### config.mk
export PLATFORM = sky130hd
export DESIGN_NAME = first_fit_block_bitmap_allocator_top
export DESIGN_NICKNAME = d
export VERILOG_FILES = /design/src/ffba_pkg.sv /design/src/ffba_run_track.sv /design/src/first_fit_block_bitmap_allocator_top.sv
export SDC_FILE = /design/constraint.sdc
export NUM_CORES = 1
export LEC_CHECK = 0
export BUFFER_PORTS_ARGS = -buffer_cell sky130_fd_sc_hd__buf_2
export CAP_MARGIN = 30
export CORE_MARGIN = 1
export CORE_UTILIZATION = 30
export CTS_CLUSTER_DIAMETER = 40
export DETAILED_ROUTE_END_ITERATION = 8
export GPL_ROUTABILITY_DRIVEN = 0
export HOLD_SLACK_MARGIN = 0.03
export SYNTH_ARGS = -nofsm -noshare
export SYNTH_HDL_FRONTEND = slang
export SYNTH_SLANG_ARGS = --single-unit
export TNS_END_PERCENT = 5
### constraint.sdc
create_clock -name clk -period 3.4 [get_ports clk]
set_clock_uncertainty 0.05 [all_clocks]
set_input_delay 0.68 -clock clk [delete_from_list [all_inputs] [get_ports clk]]
set_output_delay 0.68 -clock clk [all_outputs]
set_load 0.005 [all_outputs]
### src/ffba_pkg.sv
`timescale 1ns / 1ps
// ----------------------------------------------------------------------------
// ffba_pkg
// Shared types and codes for the first-fit block bitmap allocator.
// ----------------------------------------------------------------------------
package ffba_pkg;

  localparam int NUM_BLOCKS_DEF  = 256;
  localparam int BLOCK_BYTES_DEF = 64;

  // Field widths fixed by the item format
  localparam int SIZE_W  = 15;
  localparam int INDEX_W = 8;
  localparam int COUNT_W = 9;
  localparam int CMD_W   = 3;
  localparam int STAT_W  = 3;

  // Command codes
  localparam logic [CMD_W-1:0] CMD_ALLOC = 3'd0;
  localparam logic [CMD_W-1:0] CMD_FREE  = 3'd1;
  localparam logic [CMD_W-1:0] CMD_RANGE = 3'd2;
  localparam logic [CMD_W-1:0] CMD_CLAIM = 3'd3;
  localparam logic [CMD_W-1:0] CMD_CLEAR = 3'd4;

  // Status codes
  localparam logic [STAT_W-1:0] ST_OK      = 3'd0;
  localparam logic [STAT_W-1:0] ST_BAD     = 3'd1;
  localparam logic [STAT_W-1:0] ST_SHORT   = 3'd2;
  localparam logic [STAT_W-1:0] ST_NORUN   = 3'd3;
  localparam logic [STAT_W-1:0] ST_USED    = 3'd4;
  localparam logic [STAT_W-1:0] ST_NOTUSED = 3'd5;

  typedef struct packed {
    logic [CMD_W-1:0]   command;
    logic [SIZE_W-1:0]  size_bytes;
    logic [INDEX_W-1:0] block_index;
    logic [COUNT_W-1:0] block_count;
  } in_item_t;

  typedef struct packed {
    logic [STAT_W-1:0]  status;
    logic [INDEX_W-1:0] start_block;
    logic [COUNT_W-1:0] free_blocks;
    logic [COUNT_W-1:0] largest_free_run;
  } out_item_t;

endpackage

### src/ffba_run_track.sv
`timescale 1ns / 1ps
// ----------------------------------------------------------------------------
// ffba_run_track
// Serial longest-free-run tracker, fed one bitmap bit per cycle while en is high.
// ----------------------------------------------------------------------------
module ffba_run_track #(
  parameter int NUM_BLOCKS = ffba_pkg::NUM_BLOCKS_DEF
) (
  input  logic                          clk,
  input  logic                          rst_n,
  input  logic                          clr,
  input  logic                          en,
  input  logic                          free_bit,
  output logic [$clog2(NUM_BLOCKS+1)-1:0] best
);

  localparam int CW = $clog2(NUM_BLOCKS + 1);

  logic [CW-1:0] run_r, run_nxt;
  logic [CW-1:0] best_r, best_nxt;
  logic [CW-1:0] run_inc;

  always_comb begin
    run_inc  = run_r + CW'(1);
    run_nxt  = run_r;
    best_nxt = best_r;
    if (clr) begin
      run_nxt  = '0;
      best_nxt = '0;
    end else if (en) begin
      if (free_bit) begin
        run_nxt = run_inc;
        if (run_inc > best_r) best_nxt = run_inc;
      end else begin
        run_nxt = '0;
      end
    end
  end

  always_ff @(posedge clk) begin
    if (!rst_n) begin
      run_r  <= '0;
      best_r <= '0;
    end else begin
      run_r  <= run_nxt;
      best_r <= best_nxt;
    end
  end

  assign best = best_r;

endmodule

### src/first_fit_block_bitmap_allocator_top.sv
`timescale 1ns / 1ps
// ----------------------------------------------------------------------------
// first_fit_block_bitmap_allocator_top
// First-fit allocator over a used/free bitmap with a free-block counter.
// ----------------------------------------------------------------------------
// One command is worked at a time. The bitmap sits in a circular shift
// register that rotates one block per cycle past a single read/modify point
// while a command is in its find or scan pass, so every command costs whole
// rotations. Free, free range, claim, clear, zero-size allocate and undefined
// codes take one rotation before they raise their result; an allocate that
// fails the free-space check passes a check state before that rotation, and
// any other allocate takes a check state and two rotations (one to find the
// first fitting run, one to mark it and measure the longest free run). The
// block then returns to idle, where it can accept the next item. The result
// sits in an output register, so the next item is accepted as soon as the
// block is idle, even while the last result waits.
// ----------------------------------------------------------------------------
module first_fit_block_bitmap_allocator_top #(
  parameter int NUM_BLOCKS  = ffba_pkg::NUM_BLOCKS_DEF,
  parameter int BLOCK_BYTES = ffba_pkg::BLOCK_BYTES_DEF
) (
  input  logic                clk,
  input  logic                rst_n,
  input  logic                in_valid,
  output logic                in_stall,
  input  ffba_pkg::in_item_t  in_data,
  output logic                out_valid,
  input  logic                out_stall,
  output ffba_pkg::out_item_t out_data
);

  localparam int PW  = $clog2(NUM_BLOCKS);
  localparam int CW  = $clog2(NUM_BLOCKS + 1);
  localparam int BBW = $clog2(BLOCK_BYTES + 1);
  localparam int PRW = CW + BBW;
  localparam int BW  = $clog2((2 ** ffba_pkg::SIZE_W) + BLOCK_BYTES);

  typedef enum logic [2:0] {
    S_IDLE,
    S_CHECK,
    S_FIND,
    S_SCAN,
    S_DONE
  } state_t;

  state_t                          state_r, state_nxt;
  logic [NUM_BLOCKS-1:0]           bm_r, bm_nxt;
  logic [PW-1:0]                   pos_r, pos_nxt;
  logic [CW-1:0]                   free_r, free_nxt;
  logic [ffba_pkg::CMD_W-1:0]      cmd_r, cmd_nxt;
  logic [ffba_pkg::SIZE_W-1:0]     size_r, size_nxt;
  logic [ffba_pkg::INDEX_W-1:0]    idx_r, idx_nxt;
  logic [ffba_pkg::COUNT_W-1:0]    cnt_r, cnt_nxt;
  logic [ffba_pkg::STAT_W-1:0]     status_r, status_nxt;
  logic [PW-1:0]                   start_r, start_nxt;
  logic [PW-1:0]                   run_start_r, run_start_nxt;
  logic [BW-1:0]                   cur_bytes_r, cur_bytes_nxt;
  logic [BW-1:0]                   mark_bytes_r, mark_bytes_nxt;
  logic                            found_r, found_nxt;
  logic [PRW-1:0]                  prod_r, prod_nxt;
  logic                            out_valid_r, out_valid_nxt;
  ffba_pkg::out_item_t             out_data_r, out_data_nxt;

  logic                            tr_clr, tr_en, tr_free;
  logic [CW-1:0]                   best;
  logic                            head, new_b, last_pos, at_idx, in_range;
  logic [BW-1:0]                   cur_sum;

  ffba_run_track #(
    .NUM_BLOCKS(NUM_BLOCKS)
  ) u_run_track (
    .clk      (clk),
    .rst_n    (rst_n),
    .clr      (tr_clr),
    .en       (tr_en),
    .free_bit (tr_free),
    .best     (best)
  );

  assign head     = bm_r[0];
  assign last_pos = (pos_r == PW'(NUM_BLOCKS - 1));
  assign at_idx   = (32'(pos_r) == 32'(idx_r));
  assign in_range = (32'(pos_r) >= 32'(idx_r)) &&
                    (32'(pos_r) < (32'(idx_r) + 32'(cnt_r)));
  assign cur_sum  = cur_bytes_r + BW'(BLOCK_BYTES);

  always_comb begin
    state_nxt      = state_r;
    bm_nxt         = bm_r;
    pos_nxt        = pos_r;
    free_nxt       = free_r;
    cmd_nxt        = cmd_r;
    size_nxt       = size_r;
    idx_nxt        = idx_r;
    cnt_nxt        = cnt_r;
    status_nxt     = status_r;
    start_nxt      = start_r;
    run_start_nxt  = run_start_r;
    cur_bytes_nxt  = cur_bytes_r;
    mark_bytes_nxt = mark_bytes_r;
    found_nxt      = found_r;
    prod_nxt       = prod_r;
    out_data_nxt   = out_data_r;
    out_valid_nxt  = out_valid_r && out_stall;
    tr_clr         = 1'b0;
    tr_en          = 1'b0;
    tr_free        = 1'b0;
    new_b          = head;

    case (state_r)
      S_IDLE: begin
        if (in_valid) begin
          cmd_nxt        = in_data.command;
          size_nxt       = in_data.size_bytes;
          idx_nxt        = in_data.block_index;
          cnt_nxt        = in_data.block_count;
          pos_nxt        = '0;
          start_nxt      = '0;
          mark_bytes_nxt = '0;
          status_nxt     = ffba_pkg::ST_OK;
          tr_clr         = 1'b1;
          state_nxt      = S_SCAN;
          case (in_data.command)
            ffba_pkg::CMD_ALLOC: begin
              if (in_data.size_bytes == '0) begin
                status_nxt = ffba_pkg::ST_BAD;
              end else begin
                prod_nxt  = PRW'(free_r) * PRW'(BLOCK_BYTES);
                state_nxt = S_CHECK;
              end
            end
            ffba_pkg::CMD_FREE, ffba_pkg::CMD_RANGE, ffba_pkg::CMD_CLAIM: begin
              if (32'(in_data.block_index) >= 32'(NUM_BLOCKS))
                status_nxt = ffba_pkg::ST_BAD;
            end
            ffba_pkg::CMD_CLEAR: begin
              free_nxt = CW'(NUM_BLOCKS);
            end
            default: begin
              status_nxt = ffba_pkg::ST_BAD;
            end
          endcase
        end
      end

      S_CHECK: begin
        cur_bytes_nxt = '0;
        run_start_nxt = '0;
        found_nxt     = 1'b0;
        pos_nxt       = '0;
        // free bytes below the request: not enough space overall
        if (32'(prod_r) < 32'(size_r)) begin
          status_nxt = ffba_pkg::ST_SHORT;
          state_nxt  = S_SCAN;
        end else begin
          state_nxt = S_FIND;
        end
      end

      S_FIND: begin
        bm_nxt = {head, bm_r[NUM_BLOCKS-1:1]};
        if (!found_r) begin
          if (!head) begin
            if (cur_sum >= BW'(size_r)) begin
              found_nxt = 1'b1;
              start_nxt = run_start_r;
            end else begin
              cur_bytes_nxt = cur_sum;
            end
          end else begin
            cur_bytes_nxt = '0;
            run_start_nxt = pos_r + PW'(1);
          end
        end
        pos_nxt = pos_r + PW'(1);
        if (last_pos) begin
          pos_nxt   = '0;
          state_nxt = S_SCAN;
          if (!found_nxt) status_nxt = ffba_pkg::ST_NORUN;
        end
      end

      S_SCAN: begin
        if (cmd_r == ffba_pkg::CMD_CLEAR) begin
          new_b = 1'b0;
        end else if (status_r == ffba_pkg::ST_OK) begin
          case (cmd_r)
            ffba_pkg::CMD_ALLOC: begin
              if (pos_r >= start_r && mark_bytes_r < BW'(size_r)) begin
                new_b          = 1'b1;
                mark_bytes_nxt = mark_bytes_r + BW'(BLOCK_BYTES);
                free_nxt       = free_r - CW'(1);
              end
            end
            ffba_pkg::CMD_FREE: begin
              if (at_idx) begin
                if (head) begin
                  new_b    = 1'b0;
                  free_nxt = free_r + CW'(1);
                end else begin
                  status_nxt = ffba_pkg::ST_NOTUSED;
                end
              end
            end
            ffba_pkg::CMD_RANGE: begin
              if (in_range && head) begin
                new_b    = 1'b0;
                free_nxt = free_r + CW'(1);
              end
            end
            ffba_pkg::CMD_CLAIM: begin
              if (at_idx) begin
                if (head) begin
                  status_nxt = ffba_pkg::ST_USED;
                end else begin
                  new_b    = 1'b1;
                  free_nxt = free_r - CW'(1);
                end
              end
            end
            default: begin
              new_b = head;
            end
          endcase
        end
        bm_nxt  = {new_b, bm_r[NUM_BLOCKS-1:1]};
        tr_en   = 1'b1;
        tr_free = !new_b;
        pos_nxt = pos_r + PW'(1);
        if (last_pos) begin
          pos_nxt   = '0;
          state_nxt = S_DONE;
        end
      end

      S_DONE: begin
        if (!out_valid_r || !out_stall) begin
          out_data_nxt.status           = status_r;
          out_data_nxt.start_block      =
            (cmd_r == ffba_pkg::CMD_ALLOC && status_r == ffba_pkg::ST_OK) ?
            ffba_pkg::INDEX_W'(start_r) : '0;
          out_data_nxt.free_blocks      = ffba_pkg::COUNT_W'(free_r);
          out_data_nxt.largest_free_run = ffba_pkg::COUNT_W'(best);
          out_valid_nxt                 = 1'b1;
          state_nxt                     = S_IDLE;
        end
      end

      default: begin
        state_nxt = S_IDLE;
      end
    endcase
  end

  always_ff @(posedge clk) begin
    if (!rst_n) begin
      state_r     <= S_IDLE;
      bm_r        <= '0;
      pos_r       <= '0;
      free_r      <= CW'(NUM_BLOCKS);
      found_r     <= 1'b0;
      out_valid_r <= 1'b0;
    end else begin
      state_r     <= state_nxt;
      bm_r        <= bm_nxt;
      pos_r       <= pos_nxt;
      free_r      <= free_nxt;
      found_r     <= found_nxt;
      out_valid_r <= out_valid_nxt;
    end
    cmd_r        <= cmd_nxt;
    size_r       <= size_nxt;
    idx_r        <= idx_nxt;
    cnt_r        <= cnt_nxt;
    status_r     <= status_nxt;
    start_r      <= start_nxt;
    run_start_r  <= run_start_nxt;
    cur_bytes_r  <= cur_bytes_nxt;
    mark_bytes_r <= mark_bytes_nxt;
    prod_r       <= prod_nxt;
    out_data_r   <= out_data_nxt;
  end

  assign in_stall  = (state_r != S_IDLE);
  assign out_valid = out_valid_r;
  assign out_data  = out_data_r;

  // free count can never pass the pool size
  a_free_bound: assert property (@(posedge clk) disable iff (!rst_n)
    free_r <= CW'(NUM_BLOCKS))
    else $error("free counter above pool size");

  // a new result only ever comes out of the result state
  a_result_src: assert property (@(posedge clk) disable iff (!rst_n)
    $rose(out_valid_r) |-> $past(state_r == S_DONE))
    else $error("result raised outside result state");

  // an accepted item always starts work
  a_accept_busy: assert property (@(posedge clk) disable iff (!rst_n)
    (in_valid && !in_stall) |=> (state_r != S_IDLE))
    else $error("accepted item not started");

  // failed commands report a zero start block
  a_start_zero: assert property (@(posedge clk) disable iff (!rst_n)
    (out_valid_r && out_data_r.status != ffba_pkg::ST_OK) |->
      (out_data_r.start_block == '0))
    else $error("start block set on failed command");

endmodule

==> Implementation_results.wiki <==
{| class="wikitable"
! Metric !! Value
|-
| Required arrival time at the worst endpoint || 3.84 ns
|-
| Final clock period utilization by the worst path || 107%
|-
| Register clock-pin slew on the reported worst setup and hold paths || 0.05 ns
|-
| Final setup fails || 27
|-
| Leading post-synthesis cells by cell area || sky130_fd_sc_hd__dfxtp_1 (33%), sky130_fd_sc_hd__edfxtp_1 (20%), sky130_fd_sc_hd__nand2_1 (12%)
|-
| Setup repair after global routing missed its margin || true
|-
| Actual slew at the worst max-slew pin || 1.15 ns
|-
| Wire per inst || 12.8 um
|-
| Cell area after synthesis || 17800 um^2
|-
| Final hold violation count || 0
|-
| Global-route wire length before repair || 59.3 mm
|-
| Level count of the clock H-tree || 3
|-
| Start-to-end type of the worst setup path || reg -> reg
|-
| Number of buffers added on ports || 69
|-
| Highest clock frequency the design can meet || 275 MHz
|-
| Die Y-Extent || 246 um
|-
| Cell leakage power || 7.76 nW
|-
| Final design area excluding fillers || 21600 um^2
|-
| Largest fanout on the critical path || 3
|-
| Sequential fraction of the synthesis area || 53.1%
|-
| Class of the tightest hold or removal check || in -> reg
|-
| Count of filler cells inserted in the layout || 5717
|-
| Die Footprint || 60400 um^2
|-
| Initial antenna violation count || 1
|-
| TritonCTS clock tree || yes
|-
| Min cycle time layout || 3.63 ns
|-
| Average via count per standard cell || 4.66
|-
| P&R area growth vs syn || 21.3%
|-
| Number of buffers created by CTS || 66
|-
| Dominant register cell in the synthesized netlist || sky130_fd_sc_hd__dfxtp_1
|-
| Core Footprint || 58200 um^2
|-
| Total power divided by cell area || 649 nW/um^2
|-
| Max-slew headroom || 23.4%
|-
| Slew Limit Fails || 0
|-
| Initial core utilization || 30.6%
|-
| Number of global-route vias before repair || 12401
|-
| Flip-flop and latch count after synthesis || 414
|-
| Fraction of synthesis flops using an asynchronous set or reset pin || 0%
|-
| Pin count of the biggest net entering global routing || 256
|-
| IR Drop Worst-Case VDD || 0.364 mV
|-
| Clock tree buffer depth || 3
|-
| Critical path endpoint category || flip-flop
|-
| Cell type with the largest total area after synthesis || sky130_fd_sc_hd__dfxtp_1
|-
| Uppermost routed layer || met5
|-
| Max-capacitance violation count || 0
|-
| Detailed-router iteration count before antenna repair || 4
|-
| Syn nets || 2007
|-
| DRC marker count from the first detailed-route iteration || 695
|-
| Failing checks || negative setup slack
|-
| Total number of yosys warnings || 0
|-
| Final layout net count || 2081
|-
| Number of diodes || 0
|-
| Worst path setup slack after routing || -0.233 ns
|-
| Met2 wire length || 16.6 mm
|-
| Cts hold-fix bufs || 0
|-
| Total global-route track usage || 11.9%
|-
| Met3 Wirelength || 1.77 mm
|-
| Core occupancy in the finished layout || 37.1%
|-
| Clock sink count || 414
|-
| Post-detail-place hpwl || 22.1 mm
|-
| Detailed Route WL || 35.7 mm
|-
| Die Span X || 246 um
|-
| Type of element launching the critical path || flip-flop
|-
| Status || finished, violations left
|-
| Detailed-routing wirelength on met1 || 16.0 mm
|-
| Instance area after placement || 19100 um^2
|-
| Leading cell type by number of instances after synthesis || sky130_fd_sc_hd__nand2_1
|-
| Average cell area after synthesis || 9.47 um^2
|-
| Count of flip-flops with a built-in enable after synthesis || 118
|-
| Root buffer cell || sky130_fd_sc_hd__clkbuf_16
|-
| PnR Total Power || 0.0140 W
|-
| Via Count || 12939
|-
| Number of placement rows || 88
|-
| I/O pin cnt || 70
|-
| Share of post-route cells with drive strength above 1 || 13.4%
|-
| Fraction of synthesized cell area taken by the top area cell type || 33.2%
|-
| Post-synthesis cell count || 1882
|-
| DRC violation count after routing || 0
|-
| Top post-synthesis cells by count || sky130_fd_sc_hd__nand2_1 (548), sky130_fd_sc_hd__dfxtp_1 (296), sky130_fd_sc_hd__a21boi_0 (260), sky130_fd_sc_hd__edfxtp_1 (118), sky130_fd_sc_hd__clkbuf_1 (95)
|-
| Critical path data arrival time || 4.08 ns
|-
| Residual antenna-violating net count after detailed routing || 0
|-
| Sum of overflow across all layers after global routing || 0
|-
| Number of unique standard cell types used by synthesis || 66
|-
| Worst-skew pair later-pin latency || 0.60 ns
|}
[final cells by class]
type / count / area (um^2) / share of cell area [%]
Sequential cell: 414 / 9470 / 43.8
Multi-Input combinational cell: 1310 / 7900 / 36.5
Clock buffer: 81 / 1830 / 8.47
Tap cell: 765 / 957 / 4.42
Timing Repair Buffer: 111 / 732 / 3.38
Clock inverter: 41 / 546 / 2.52
Inverter: 53 / 199 / 0.920
[what timing repair did]
action	CTS	global route
setup buffers	2	4
gates cloned	1	1
pin swaps	24	13
setup endpoints to repair	28	44
gates resized for setup	25	7
[path summary, 6_finish.rpt]
check                 startpoint                    to  slack [ns]  cells after the start
max                     cnt_r[1]  u_run_track.run_r[6]       -0.23                     15
min                   in_data[3]              cnt_r[3]        0.21                      1
max reg2reg             cnt_r[1]  u_run_track.run_r[6]       -0.23                     15
min reg2reg  u_run_track.best[7]           out_data[7]        0.38                      0
[flip-flops by register name, indices dropped and copies added (netlist names)]
register	flops
prod_r	9
out_valid	1
idx_r	8
u_run_track.best	9
bm_r	256
run_start_r	8
pos_r	8
found_r	1
cmd_r	3
out_data	29
free_r	9
status_r	3
cnt_r	9
start_r	8
mark_bytes_r	10
size_r	15
u_run_track.run_r	9
state_r	3
cur_bytes_r	16
[cell families after synthesis]
family	after synthesis	synth area share [%]
xor gates and xnor gates	37	1.82
and+or+nand+nor	757	18.0
AOI/OAI and AO/OA	425	17.3
DFF	414	53.1
adders and majority gates	86	6.12
muxes	4	0.232
buffers and inverters	159	3.42
[metal layers]
layer	up-vias	global-route usage, %
li1	6551	-
met1	6046	14.4
met2	245	19.4
met3	95	3.14
met4	2	5.72
met5	-	0
[worst max-delay path: stages (launching register included)]
cell and delay (ns):
sky130_fd_sc_hd__edfxtp_1 0.38, sky130_fd_sc_hd__ha_1 0.32, sky130_fd_sc_hd__a21oi_2 0.17, sky130_fd_sc_hd__o21ai_2 0.09, sky130_fd_sc_hd__o31ai_4 0.22, sky130_fd_sc_hd__nand2b_1 0.11
sky130_fd_sc_hd__a21oi_2 0.15, sky130_fd_sc_hd__xor2_1 0.17, sky130_fd_sc_hd__ha_2 0.30, sky130_fd_sc_hd__a211oi_2 0.18, sky130_fd_sc_hd__o21ai_1 0.10, sky130_fd_sc_hd__o221ai_2 0.33
sky130_fd_sc_hd__or2_4 0.21, sky130_fd_sc_hd__a311oi_4 0.11, sky130_fd_sc_hd__or4_1 0.50, sky130_fd_sc_hd__a31oi_1 0.14
[through the flow]
stage                     setup slack, ns  setup TNS, ns  hold slack [ns]  cells
after global routing               -0.436         -10.24            0.181   2775
after detailed placement           -0.620         -13.43            0.368   2647
after floorplan                  0.000673              0            0.358   1882
final                              -0.233          -4.36            0.213   2775
after CTS                          -0.229          -3.82            0.178   2771
after global placement             -0.462          -9.48            0.370   2647
[report_power, final]
part	internal [W]	switching, W
Combinational	0.000500	0.00102
Clock	0.00447	0.00258
Sequential	0.00531	0.000147
Total	0.0103	0.00375
[cell usage in the layout (no fill, tap or decap), types with 24 or more instances in the layout]
master,instances
sky130_fd_sc_hd__nand2_1,548
sky130_fd_sc_hd__dfxtp_1,296
sky130_fd_sc_hd__a21boi_0,260
sky130_fd_sc_hd__edfxtp_1,118
sky130_fd_sc_hd__ha_1,82
sky130_fd_sc_hd__clkbuf_16,69
sky130_fd_sc_hd__buf_2,68
sky130_fd_sc_hd__nor2_1,60
sky130_fd_sc_hd__inv_1,51
sky130_fd_sc_hd__a21oi_1,38
sky130_fd_sc_hd__buf_4,36
sky130_fd_sc_hd__o21ai_0,34
sky130_fd_sc_hd__and2_1,24
Power figures use the tool's default switching activity.
